File: config.mk
export PLATFORM = sky130hd
export DESIGN_NAME = sm4_cbc_cipher
export DESIGN_NICKNAME = d
export VERILOG_FILES = /design/src/rtl/sm4_pkg.sv /design/src/rtl/sm4_ctrl.sv /design/src/rtl/sm4_datapath.sv /design/src/rtl/sm4_cbc_cipher.sv
export VERILOG_INCLUDE_DIRS = /design/src /design/src/rtl
export SDC_FILE = /design/constraint.sdc
export NUM_CORES = 2
export LEC_CHECK = 0
export BUFFER_PORTS_ARGS = -buffer_cell sky130_fd_sc_hd__buf_2
export CAP_MARGIN = 20
export CORE_AREA = 3 3 626 628
export CTS_BUF_LIST = sky130_fd_sc_hd__clkbuf_16
export CTS_CLUSTER_DIAMETER = 120
export DETAILED_ROUTE_END_ITERATION = 8
export DIE_AREA = 0 0 629 631
export MAX_ROUTING_LAYER = met4
export PLACE_DENSITY = 0.4
export SYNTH_ARGS = -nofsm -noshare
export SYNTH_HDL_FRONTEND = slang
export SYNTH_SLANG_ARGS = --single-unit
File: constraint.sdc
create_clock -name clk -period 24.7 [get_ports clk]
set_input_delay 1.235 -clock clk [delete_from_list [all_inputs] [get_ports clk]]
set_output_delay 1.235 -clock clk [all_outputs]
set_load 0.02 [all_outputs]
File: src/rtl/assert_macros.svh
// assertion macros shared by the rtl
// no dependencies
`ifndef ASSERT_MACROS_SVH
`define ASSERT_MACROS_SVH
// property must hold on every clock edge outside reset
`define ASSERT_ALWAYS(label, clk, rst, prop) \
  label: assert property (@(posedge clk) disable iff (rst) (prop)) \
    else $error("assertion failed");
// antecedent implies consequent in the next cycle
`define ASSERT_NEXT(label, clk, rst, ante, cons) \
  label: assert property (@(posedge clk) disable iff (rst) (ante) |=> (cons)) \
    else $error("assertion failed");
`endif

File: src/rtl/sm4_pkg.sv
// sm4 shared types, constants and round functions
// no dependencies
package sm4_pkg;

  localparam int unsigned NumRounds = 32;
  localparam int unsigned RoundsLog = $clog2(NumRounds);

  typedef enum logic [2:0] {
    ST_IDLE,
    ST_EXPAND,
    ST_LOAD,
    ST_ROUND,
    ST_FINISH,
    ST_OUTPUT
  } sm4_state_t;

  localparam logic [2:0] CfgKeyHigh = 3'd0;
  localparam logic [2:0] CfgKeyLow  = 3'd1;
  localparam logic [2:0] CfgIvHigh  = 3'd2;
  localparam logic [2:0] CfgIvLow   = 3'd3;
  localparam logic [2:0] CfgDecrypt = 3'd4;
  localparam logic [2:0] CfgChain   = 3'd5;

  // controller to datapath commands
  typedef struct packed {
    logic key_init;
    logic key_step;
    logic load;
    logic round_step;
    logic finish;
  } sm4_cmd_t;

  localparam logic [127:0] Fk = 128'ha3b1bac6_56aa3350_677d9197_b27022dc;

  function automatic logic [7:0] sbox(input logic [7:0] a);
    logic [7:0] t [256];
    t = '{
      8'hd6,8'h90,8'he9,8'hfe,8'hcc,8'he1,8'h3d,8'hb7,8'h16,8'hb6,8'h14,8'hc2,8'h28,8'hfb,8'h2c,8'h05,
      8'h2b,8'h67,8'h9a,8'h76,8'h2a,8'hbe,8'h04,8'hc3,8'haa,8'h44,8'h13,8'h26,8'h49,8'h86,8'h06,8'h99,
      8'h9c,8'h42,8'h50,8'hf4,8'h91,8'hef,8'h98,8'h7a,8'h33,8'h54,8'h0b,8'h43,8'hed,8'hcf,8'hac,8'h62,
      8'he4,8'hb3,8'h1c,8'ha9,8'hc9,8'h08,8'he8,8'h95,8'h80,8'hdf,8'h94,8'hfa,8'h75,8'h8f,8'h3f,8'ha6,
      8'h47,8'h07,8'ha7,8'hfc,8'hf3,8'h73,8'h17,8'hba,8'h83,8'h59,8'h3c,8'h19,8'he6,8'h85,8'h4f,8'ha8,
      8'h68,8'h6b,8'h81,8'hb2,8'h71,8'h64,8'hda,8'h8b,8'hf8,8'heb,8'h0f,8'h4b,8'h70,8'h56,8'h9d,8'h35,
      8'h1e,8'h24,8'h0e,8'h5e,8'h63,8'h58,8'hd1,8'ha2,8'h25,8'h22,8'h7c,8'h3b,8'h01,8'h21,8'h78,8'h87,
      8'hd4,8'h00,8'h46,8'h57,8'h9f,8'hd3,8'h27,8'h52,8'h4c,8'h36,8'h02,8'he7,8'ha0,8'hc4,8'hc8,8'h9e,
      8'hea,8'hbf,8'h8a,8'hd2,8'h40,8'hc7,8'h38,8'hb5,8'ha3,8'hf7,8'hf2,8'hce,8'hf9,8'h61,8'h15,8'ha1,
      8'he0,8'hae,8'h5d,8'ha4,8'h9b,8'h34,8'h1a,8'h55,8'had,8'h93,8'h32,8'h30,8'hf5,8'h8c,8'hb1,8'he3,
      8'h1d,8'hf6,8'he2,8'h2e,8'h82,8'h66,8'hca,8'h60,8'hc0,8'h29,8'h23,8'hab,8'h0d,8'h53,8'h4e,8'h6f,
      8'hd5,8'hdb,8'h37,8'h45,8'hde,8'hfd,8'h8e,8'h2f,8'h03,8'hff,8'h6a,8'h72,8'h6d,8'h6c,8'h5b,8'h51,
      8'h8d,8'h1b,8'haf,8'h92,8'hbb,8'hdd,8'hbc,8'h7f,8'h11,8'hd9,8'h5c,8'h41,8'h1f,8'h10,8'h5a,8'hd8,
      8'h0a,8'hc1,8'h31,8'h88,8'ha5,8'hcd,8'h7b,8'hbd,8'h2d,8'h74,8'hd0,8'h12,8'hb8,8'he5,8'hb4,8'hb0,
      8'h89,8'h69,8'h97,8'h4a,8'h0c,8'h96,8'h77,8'h7e,8'h65,8'hb9,8'hf1,8'h09,8'hc5,8'h6e,8'hc6,8'h84,
      8'h18,8'hf0,8'h7d,8'hec,8'h3a,8'hdc,8'h4d,8'h20,8'h79,8'hee,8'h5f,8'h3e,8'hd7,8'hcb,8'h39,8'h48
    };
    return t[a];
  endfunction

  function automatic logic [31:0] subst(input logic [31:0] x);
    return {sbox(x[31:24]), sbox(x[23:16]), sbox(x[15:8]), sbox(x[7:0])};
  endfunction

  function automatic logic [31:0] rotl(input logic [31:0] x, input int unsigned n);
    return (x << n) | (x >> (32 - n));
  endfunction

  // constant ck word for key round i: byte j is (4i+j)*7 mod 256
  function automatic logic [31:0] ck_word(input logic [RoundsLog-1:0] i);
    logic [7:0] b0;
    b0 = 8'({i, 2'b00}) * 8'd7;
    return {b0, b0 + 8'd7, b0 + 8'd14, b0 + 8'd21};
  endfunction

endpackage

File: src/rtl/sm4_ctrl.sv
// sm4 controller state machine
// depends on sm4_pkg
module sm4_ctrl import sm4_pkg::*; (
  input  logic                 clk,
  input  logic                 rst,
  input  logic                 in_valid,
  input  logic                 out_free,
  input  logic                 keys_fresh,
  input  logic                 cnt_last,
  output logic                 in_take,
  output logic                 out_load,
  output sm4_cmd_t             cmd,
  output sm4_state_t           state
);
  sm4_state_t state_next;

  always_ff @(posedge clk) begin
    if (rst) state <= ST_IDLE;
    else state <= state_next;
  end

  always_comb begin
    state_next = state;
    case (state)
      ST_IDLE:   if (in_valid) state_next = keys_fresh ? ST_LOAD : ST_EXPAND;
      ST_EXPAND: if (cnt_last) state_next = ST_LOAD;
      ST_LOAD:   state_next = ST_ROUND;
      ST_ROUND:  if (cnt_last) state_next = ST_FINISH;
      ST_FINISH: state_next = ST_OUTPUT;
      ST_OUTPUT: if (out_free) state_next = ST_IDLE;
      default:   state_next = ST_IDLE;
    endcase
  end

  always_comb begin
    cmd = '0;
    in_take = 1'b0;
    out_load = 1'b0;
    case (state)
      ST_IDLE:   cmd.key_init = in_valid && !keys_fresh;
      ST_EXPAND: cmd.key_step = 1'b1;
      ST_LOAD: begin
        cmd.load = 1'b1;
        in_take = 1'b1;
      end
      ST_ROUND:  cmd.round_step = 1'b1;
      ST_FINISH: cmd.finish = 1'b1;
      ST_OUTPUT: out_load = out_free;
      default:   cmd = '0;
    endcase
  end
endmodule

File: src/rtl/sm4_datapath.sv
// sm4 datapath: key schedule, round key memory, round unit, cbc chain
// depends on sm4_pkg
module sm4_datapath import sm4_pkg::*; (
  input  logic                 clk,
  input  logic                 rst,
  input  sm4_cmd_t             cmd,
  input  logic [63:0]          key_high,
  input  logic [63:0]          key_low,
  input  logic [63:0]          iv_high,
  input  logic [63:0]          iv_low,
  input  logic                 decrypt_mode,
  input  logic                 chain_enable,
  input  logic                 keys_stale,
  input  logic [127:0]         blk,
  input  logic                 restart,
  output logic                 keys_fresh,
  output logic                 cnt_last,
  output logic [127:0]         result
);
  logic [RoundsLog-1:0] cnt;
  logic [127:0] kreg;
  logic [127:0] x;
  logic [127:0] chain;
  logic [127:0] saved_in;
  logic         chain_loaded;
  logic [31:0]  rk_mem [NumRounds];
  logic [31:0]  rk;
  logic [31:0]  kb, nk, rb, nx;
  logic [RoundsLog-1:0] wr_addr, rd_addr;
  logic [127:0] cin;

  assign cnt_last = (cnt == '1);

  always_comb begin
    kb = subst(kreg[95:64] ^ kreg[63:32] ^ kreg[31:0] ^ ck_word(cnt));
    nk = kreg[127:96] ^ kb ^ rotl(kb, 13) ^ rotl(kb, 23);
    rb = subst(x[95:64] ^ x[63:32] ^ x[31:0] ^ rk);
    nx = x[127:96] ^ rb ^ rotl(rb, 2) ^ rotl(rb, 10) ^ rotl(rb, 18) ^ rotl(rb, 24);
    wr_addr = decrypt_mode ? ~cnt : cnt;
    // next round's key is fetched ahead through the registered memory read
    rd_addr = cmd.load ? '0 : cnt + 1'b1;
  end

  always_ff @(posedge clk) begin
    if (cmd.key_step) rk_mem[wr_addr] <= nk;
    rk <= rk_mem[rd_addr];
  end

  always_ff @(posedge clk) begin
    if (rst) begin
      cnt <= '0;
      keys_fresh <= 1'b0;
      chain_loaded <= 1'b0;
    end else begin
      if (keys_stale) keys_fresh <= 1'b0;
      if (cmd.key_init) cnt <= '0;
      if (cmd.key_step) begin
        cnt <= cnt + 1'b1;
        if (cnt_last) keys_fresh <= 1'b1;
      end
      if (cmd.load) begin
        cnt <= '0;
        chain_loaded <= 1'b1;
      end
      if (cmd.round_step) cnt <= cnt + 1'b1;
    end
  end

  always_comb begin
    cin = (restart || !chain_loaded) ? {iv_high, iv_low} : chain;
  end

  always_ff @(posedge clk) begin
    if (cmd.key_init) kreg <= {key_high, key_low} ^ Fk;
    if (cmd.key_step) kreg <= {kreg[95:0], nk};
    if (cmd.load) begin
      chain <= cin;
      saved_in <= blk;
      x <= (chain_enable && !decrypt_mode) ? blk ^ cin : blk;
    end
    if (cmd.round_step) x <= {x[95:0], nx};
    if (cmd.finish) begin
      if (!chain_enable) begin
        result <= {x[31:0], x[63:32], x[95:64], x[127:96]};
      end else if (!decrypt_mode) begin
        result <= {x[31:0], x[63:32], x[95:64], x[127:96]};
        chain <= {x[31:0], x[63:32], x[95:64], x[127:96]};
      end else begin
        result <= {x[31:0], x[63:32], x[95:64], x[127:96]} ^ chain;
        chain <= saved_in;
      end
    end
  end
endmodule

File: src/rtl/sm4_cbc_cipher.sv
// sm4 cbc cipher top level: config registers, output register, ctrl and datapath
// depends on sm4_pkg, sm4_ctrl, sm4_datapath, assert_macros.svh
//
// channel   dir  tdata                               tuser/tlast
// s_axis    in   block_high[63:0], block_low[127:64] tuser=restart, tlast=last_block
// m_axis    out  out_high[63:0], out_low[127:64]     tlast=out_last
// cfg       in   cfg_we, cfg_index[2:0], cfg_data[63:0]
//
// a block passes the idle cycle that sees tvalid, the load cycle that takes
// the beat, the round cycles, finish and output; m_axis_tvalid rises once the
// output state loads the output register; the first block after a key or
// mode write first expands the round keys into the round-key memory
// rst is synchronous and clears control state; config returns to its defaults
// s_axis_tready rises only in the load cycle; a stalled m_axis holds the block
`include "assert_macros.svh"
module sm4_cbc_cipher import sm4_pkg::*; (
  input  logic         clk,
  input  logic         rst,
  input  logic         s_axis_tvalid,
  output logic         s_axis_tready,
  input  logic [127:0] s_axis_tdata,   // block_high, block_low
  input  logic         s_axis_tuser,   // restart
  input  logic         s_axis_tlast,   // last_block
  output logic         m_axis_tvalid,
  input  logic         m_axis_tready,
  output logic [127:0] m_axis_tdata,   // out_high, out_low
  output logic         m_axis_tlast,   // out_last
  input  logic         cfg_we,
  input  logic [2:0]   cfg_index,
  input  logic [63:0]  cfg_data
);
  logic [63:0] key_high, key_low, iv_high, iv_low;
  logic        decrypt_mode, chain_enable;
  logic        keys_stale;
  logic        keys_fresh, cnt_last, in_take, out_load, out_free;
  logic        last_hold;
  logic [127:0] result;
  sm4_cmd_t    cmd;
  sm4_state_t  state;

  // config writes; key or mode writes force a new key expansion
  always_ff @(posedge clk) begin
    if (rst) begin
      key_high <= '0; key_low <= '0; iv_high <= '0; iv_low <= '0;
      decrypt_mode <= 1'b0; chain_enable <= 1'b1;
    end else if (cfg_we) begin
      case (cfg_index)
        CfgKeyHigh: key_high <= cfg_data;
        CfgKeyLow:  key_low <= cfg_data;
        CfgIvHigh:  iv_high <= cfg_data;
        CfgIvLow:   iv_low <= cfg_data;
        CfgDecrypt: decrypt_mode <= cfg_data[0];
        CfgChain:   chain_enable <= cfg_data[0];
        default:    ;
      endcase
    end
  end

  assign keys_stale = cfg_we && (cfg_index == CfgKeyHigh || cfg_index == CfgKeyLow ||
                                 cfg_index == CfgDecrypt);

  assign s_axis_tready = in_take;
  assign out_free = !m_axis_tvalid || m_axis_tready;

  // last mark is captured with the block
  always_ff @(posedge clk) begin
    if (in_take) last_hold <= s_axis_tlast;
  end

  // output register; the next block may start while this one waits
  always_ff @(posedge clk) begin
    if (rst) m_axis_tvalid <= 1'b0;
    else if (out_load) m_axis_tvalid <= 1'b1;
    else if (m_axis_tready) m_axis_tvalid <= 1'b0;
  end

  always_ff @(posedge clk) begin
    if (out_load) begin
      m_axis_tdata <= {result[63:0], result[127:64]};
      m_axis_tlast <= last_hold;
    end
  end

  sm4_ctrl u_ctrl (
    .clk, .rst,
    .in_valid(s_axis_tvalid),
    .out_free, .keys_fresh, .cnt_last,
    .in_take, .out_load, .cmd, .state
  );

  sm4_datapath u_dp (
    .clk, .rst, .cmd,
    .key_high, .key_low, .iv_high, .iv_low,
    .decrypt_mode, .chain_enable, .keys_stale,
    .blk({s_axis_tdata[63:0], s_axis_tdata[127:64]}),
    .restart(s_axis_tuser),
    .keys_fresh, .cnt_last,
    .result
  );

  `ASSERT_ALWAYS(a_ready_only_load, clk, rst, !s_axis_tready || state == ST_LOAD)
  `ASSERT_NEXT(a_load_starts_rounds, clk, rst, cmd.load, state == ST_ROUND)
  `ASSERT_NEXT(a_output_valid, clk, rst, out_load, m_axis_tvalid)
endmodule

==> key figures <==
Timing
  • Max_slew headroom: 22.6%
  • Final Cycle Share: 30.5%
  • TNS Setup: 0 ns
  • Final Setup Violations: 0
  • Max Clock Freq: 0.133 GHz
  • Layout Skew: 0.127 ns
  • Fin. Hold Viols: 0
  • Pins Over Slew Limit: 0
  • RSZ-0062 raised after global routing: false
  • Worst slew pin tran: 1.16 ns
  • Period minus WS final: 7.54 ns

Die
  • FP Rows: 228
  • DIE AREA: 397000 sq um
  • Die W: 629 um
  • Core ar.: 386000 sq um
  • IO Pins: 333
  • Starting Density: between 20% and 30%
  • Die span in y: 631 um

Clocking
  • CTS Buf Count: 236
  • # Post-CTS Setup Buffers: 0
  • # hold bufs at CTS: 0
  • CTS tree: yes
  • Root buf cell: clkbuf_16
  • Sink Count: 2095
  • CTS Buffer Depth: 4
  • Clk Latency, worst-skew pair: 0.94 ns
  • PostCTS Resize Cnt: 0
  • CTS clk-pin slew, worst paths: around 0.070 ns
  • H-tree levels: 4

Yosys
  • Largest area contributor in the netlist: edfxtp_1
  • Number of synthesized flops with an enable pin: ~1700
  • FF+latch count, synth: 2095
  • Synth top area cells: edfxtp_1 (45%), dfxtp_1 (7.7%), nand2_1 (6.2%)
  • Synth async-reset ratio: 0%
  • Yosys warning count: 0
  • Top cell type's share of synthesized area: 44.7%
  • Cell variety after synth: 109
  • Avg Cell Area, Syn: around 11 sq um
  • Post-Synthesis Cells: 10662
  • Synthesized area: 112000 sq um
  • Most common flop cell mapped by yosys: edfxtp_1
  • Seq/Total Area, Yosys: 52.3%
  • Synthesized Nets: 10936

Job
  • Maxcap violations: 0

Worst setup path
  • Critical path capture point type: register
  • Crit-path max FO: 50
  • Critical Path RT: roughly 25 ns
  • Startpoint types: register
  • Kind of critical path: register to register
  • R2R Setup Slk: 17.16 ns
  • CP Data Arrival Time: 8.12 ns

Routing
  • Final ANT Viol Nets: 0
  • DR WL/cell: 32.7 um
  • Via count: 92633
  • Drt initial violations: 11213
  • Routed WL: around 520 mm
  • Vias per cell: 5.78
  • DRC viols: 0
  • First-pass DRT Iterations: 6

Placed design
  • Post-DP HPWL: 336 mm
  • Buffers added on ports: 332
  • RD Place Congestion: 0.918

Global route
  • Total gr overflow: 0
  • Antenna violations before repair: 63
  • First-pass GRT wire length: between 700 and 800 mm
  • Vias in the first global route: around 89000
  • GRT Overall Usage: 26.1%
  • Pin count of the biggest net entering global routing: 160

Worst hold path
  • Class of the tightest hold or removal check: register to register

Finish
  • Share of post-route cells with drive strength above 1: 13.9%
  • Final net count: roughly 11000
  • Area Overhead vs Synth: 14.1%
  • Commonest cells after routing, fill and taps aside: nand2_1 (1838), edfxtp_1 (1666), a21oi_1 (1037)
  • Most common cell after layout, fill and taps aside: nand2_1
  • FILL cells: 39062

Run status
  • Outcome: finished clean
## area by class of cell
| cell class | count | area (sq um) | share of cell area, % |
|---|---|---|---|
| flip-flops and latches | 2095 | 58600 | 45.9 |
| multi-input cells | 7590 | 50800 | 39.7 |
| well taps | 5175 | 6470 | 5.06 |
| clock buffers | 242 | 6060 | 4.74 |
| repair buffers | 648 | 4150 | 3.25 |
| clock inverters | 201 | 1530 | 1.20 |
| inverters | 42 | 166 | 0.130 |
| diodes | 28 | 70.1 | 0.0548 |
## final timing paths
path,startpoint,end,depth (start not counted)
max,u_dp.cnt[0],u_dp.rk_mem[1][17],17
min,u_dp.result[85],m_axis_tdata[21],0
max reg2reg,u_dp.cnt[0],u_dp.rk_mem[1][17],17
min reg2reg,u_dp.result[85],m_axis_tdata[21],0
## through the flow
| step | utilization (%) | area (sq um) | worst slack, ns | hold WS, ns | std cells |
|---|---|---|---|---|---|
| final | 33.1 | 128000 | 17.16 | 0.364 | 16021 |
| after global routing | 33.1 | 128000 | 16.75 | 0.365 | 16015 |
| after CTS | 33.1 | 128000 | 17.18 | 0.365 | 15991 |
| after detailed placement | 31.1 | 120000 | 17.11 | 0.405 | 15548 |
| after global placement | 31.1 | 120000 | 17.11 | 0.403 | 15544 |
| after floorplan | - | 112000 | 13.32 | 0.400 | 10662 |
## sequential cells by signal (all words and copies together) (netlist names), 128 cells and up
register / cells
u_dp.saved_in: 128
u_dp.x: 128
u_dp.result: 128
u_dp.kreg: 128
u_dp.chain: 128
u_dp.rk_mem: 1024
m_axis_tdata: 128
## layer usage
layer	GRT usage [%]	routed length, um	part of all wire, %
met3	3.31	34100	6.5
met4	6.72	15700	3.0
met5	-	0	0
met1	35.2	229000	44
met2	41.6	246000	47
## kinds of logic (layout without fill, tap and decap cells)
group                      count (synthesis)  count (layout)  synth area share (%)
adders and majority gates                 78              78                 0.891
xor gates and xnor gates                 718             718                  6.49
muxes                                    455             455                  6.44
buffers and inverters                    977            1133                  3.70
other                                      0              28                     0
AOI/OAI and AO/OA                       3184            3184                  18.4
DFF                                     2095            2095                  52.3
and+or+nand+nor                         3155            3155                  11.7
## synth_stat cells, types with 194 or more instances
cell type  count
nand2_1     1847
edfxtp_1    1666
a21oi_1     1037
nor2_1       659
clkbuf_1     596
o21ai_0      552
xnor2_1      474
dfxtp_1      429
a31oi_1      256
a211oi_1     243
buf_2        234
mux4_2       207
o221ai_1     199
mux2i_1      194
## critical path: stages, from the launching register on
cell	delay, ns
dfxtp_4	0.81
clkinv_1	0.51
fa_1	0.65
inv_1	0.05
ha_1	0.21
fa_1	1.10
xnor2_1	0.36
xnor2_2	0.21
buf_4	0.50
nor2_1	0.12
a311oi_1	0.29
nor3_1	0.11
a211oi_1	0.40
o21ai_0	0.17
o21ai_0	0.30
xor2_1	0.22
xnor3_1	0.47
inv_1	0.74
Power is not shown: default switching activity piles up to over one toggle a cycle in this logic, so the estimate is an artifact.
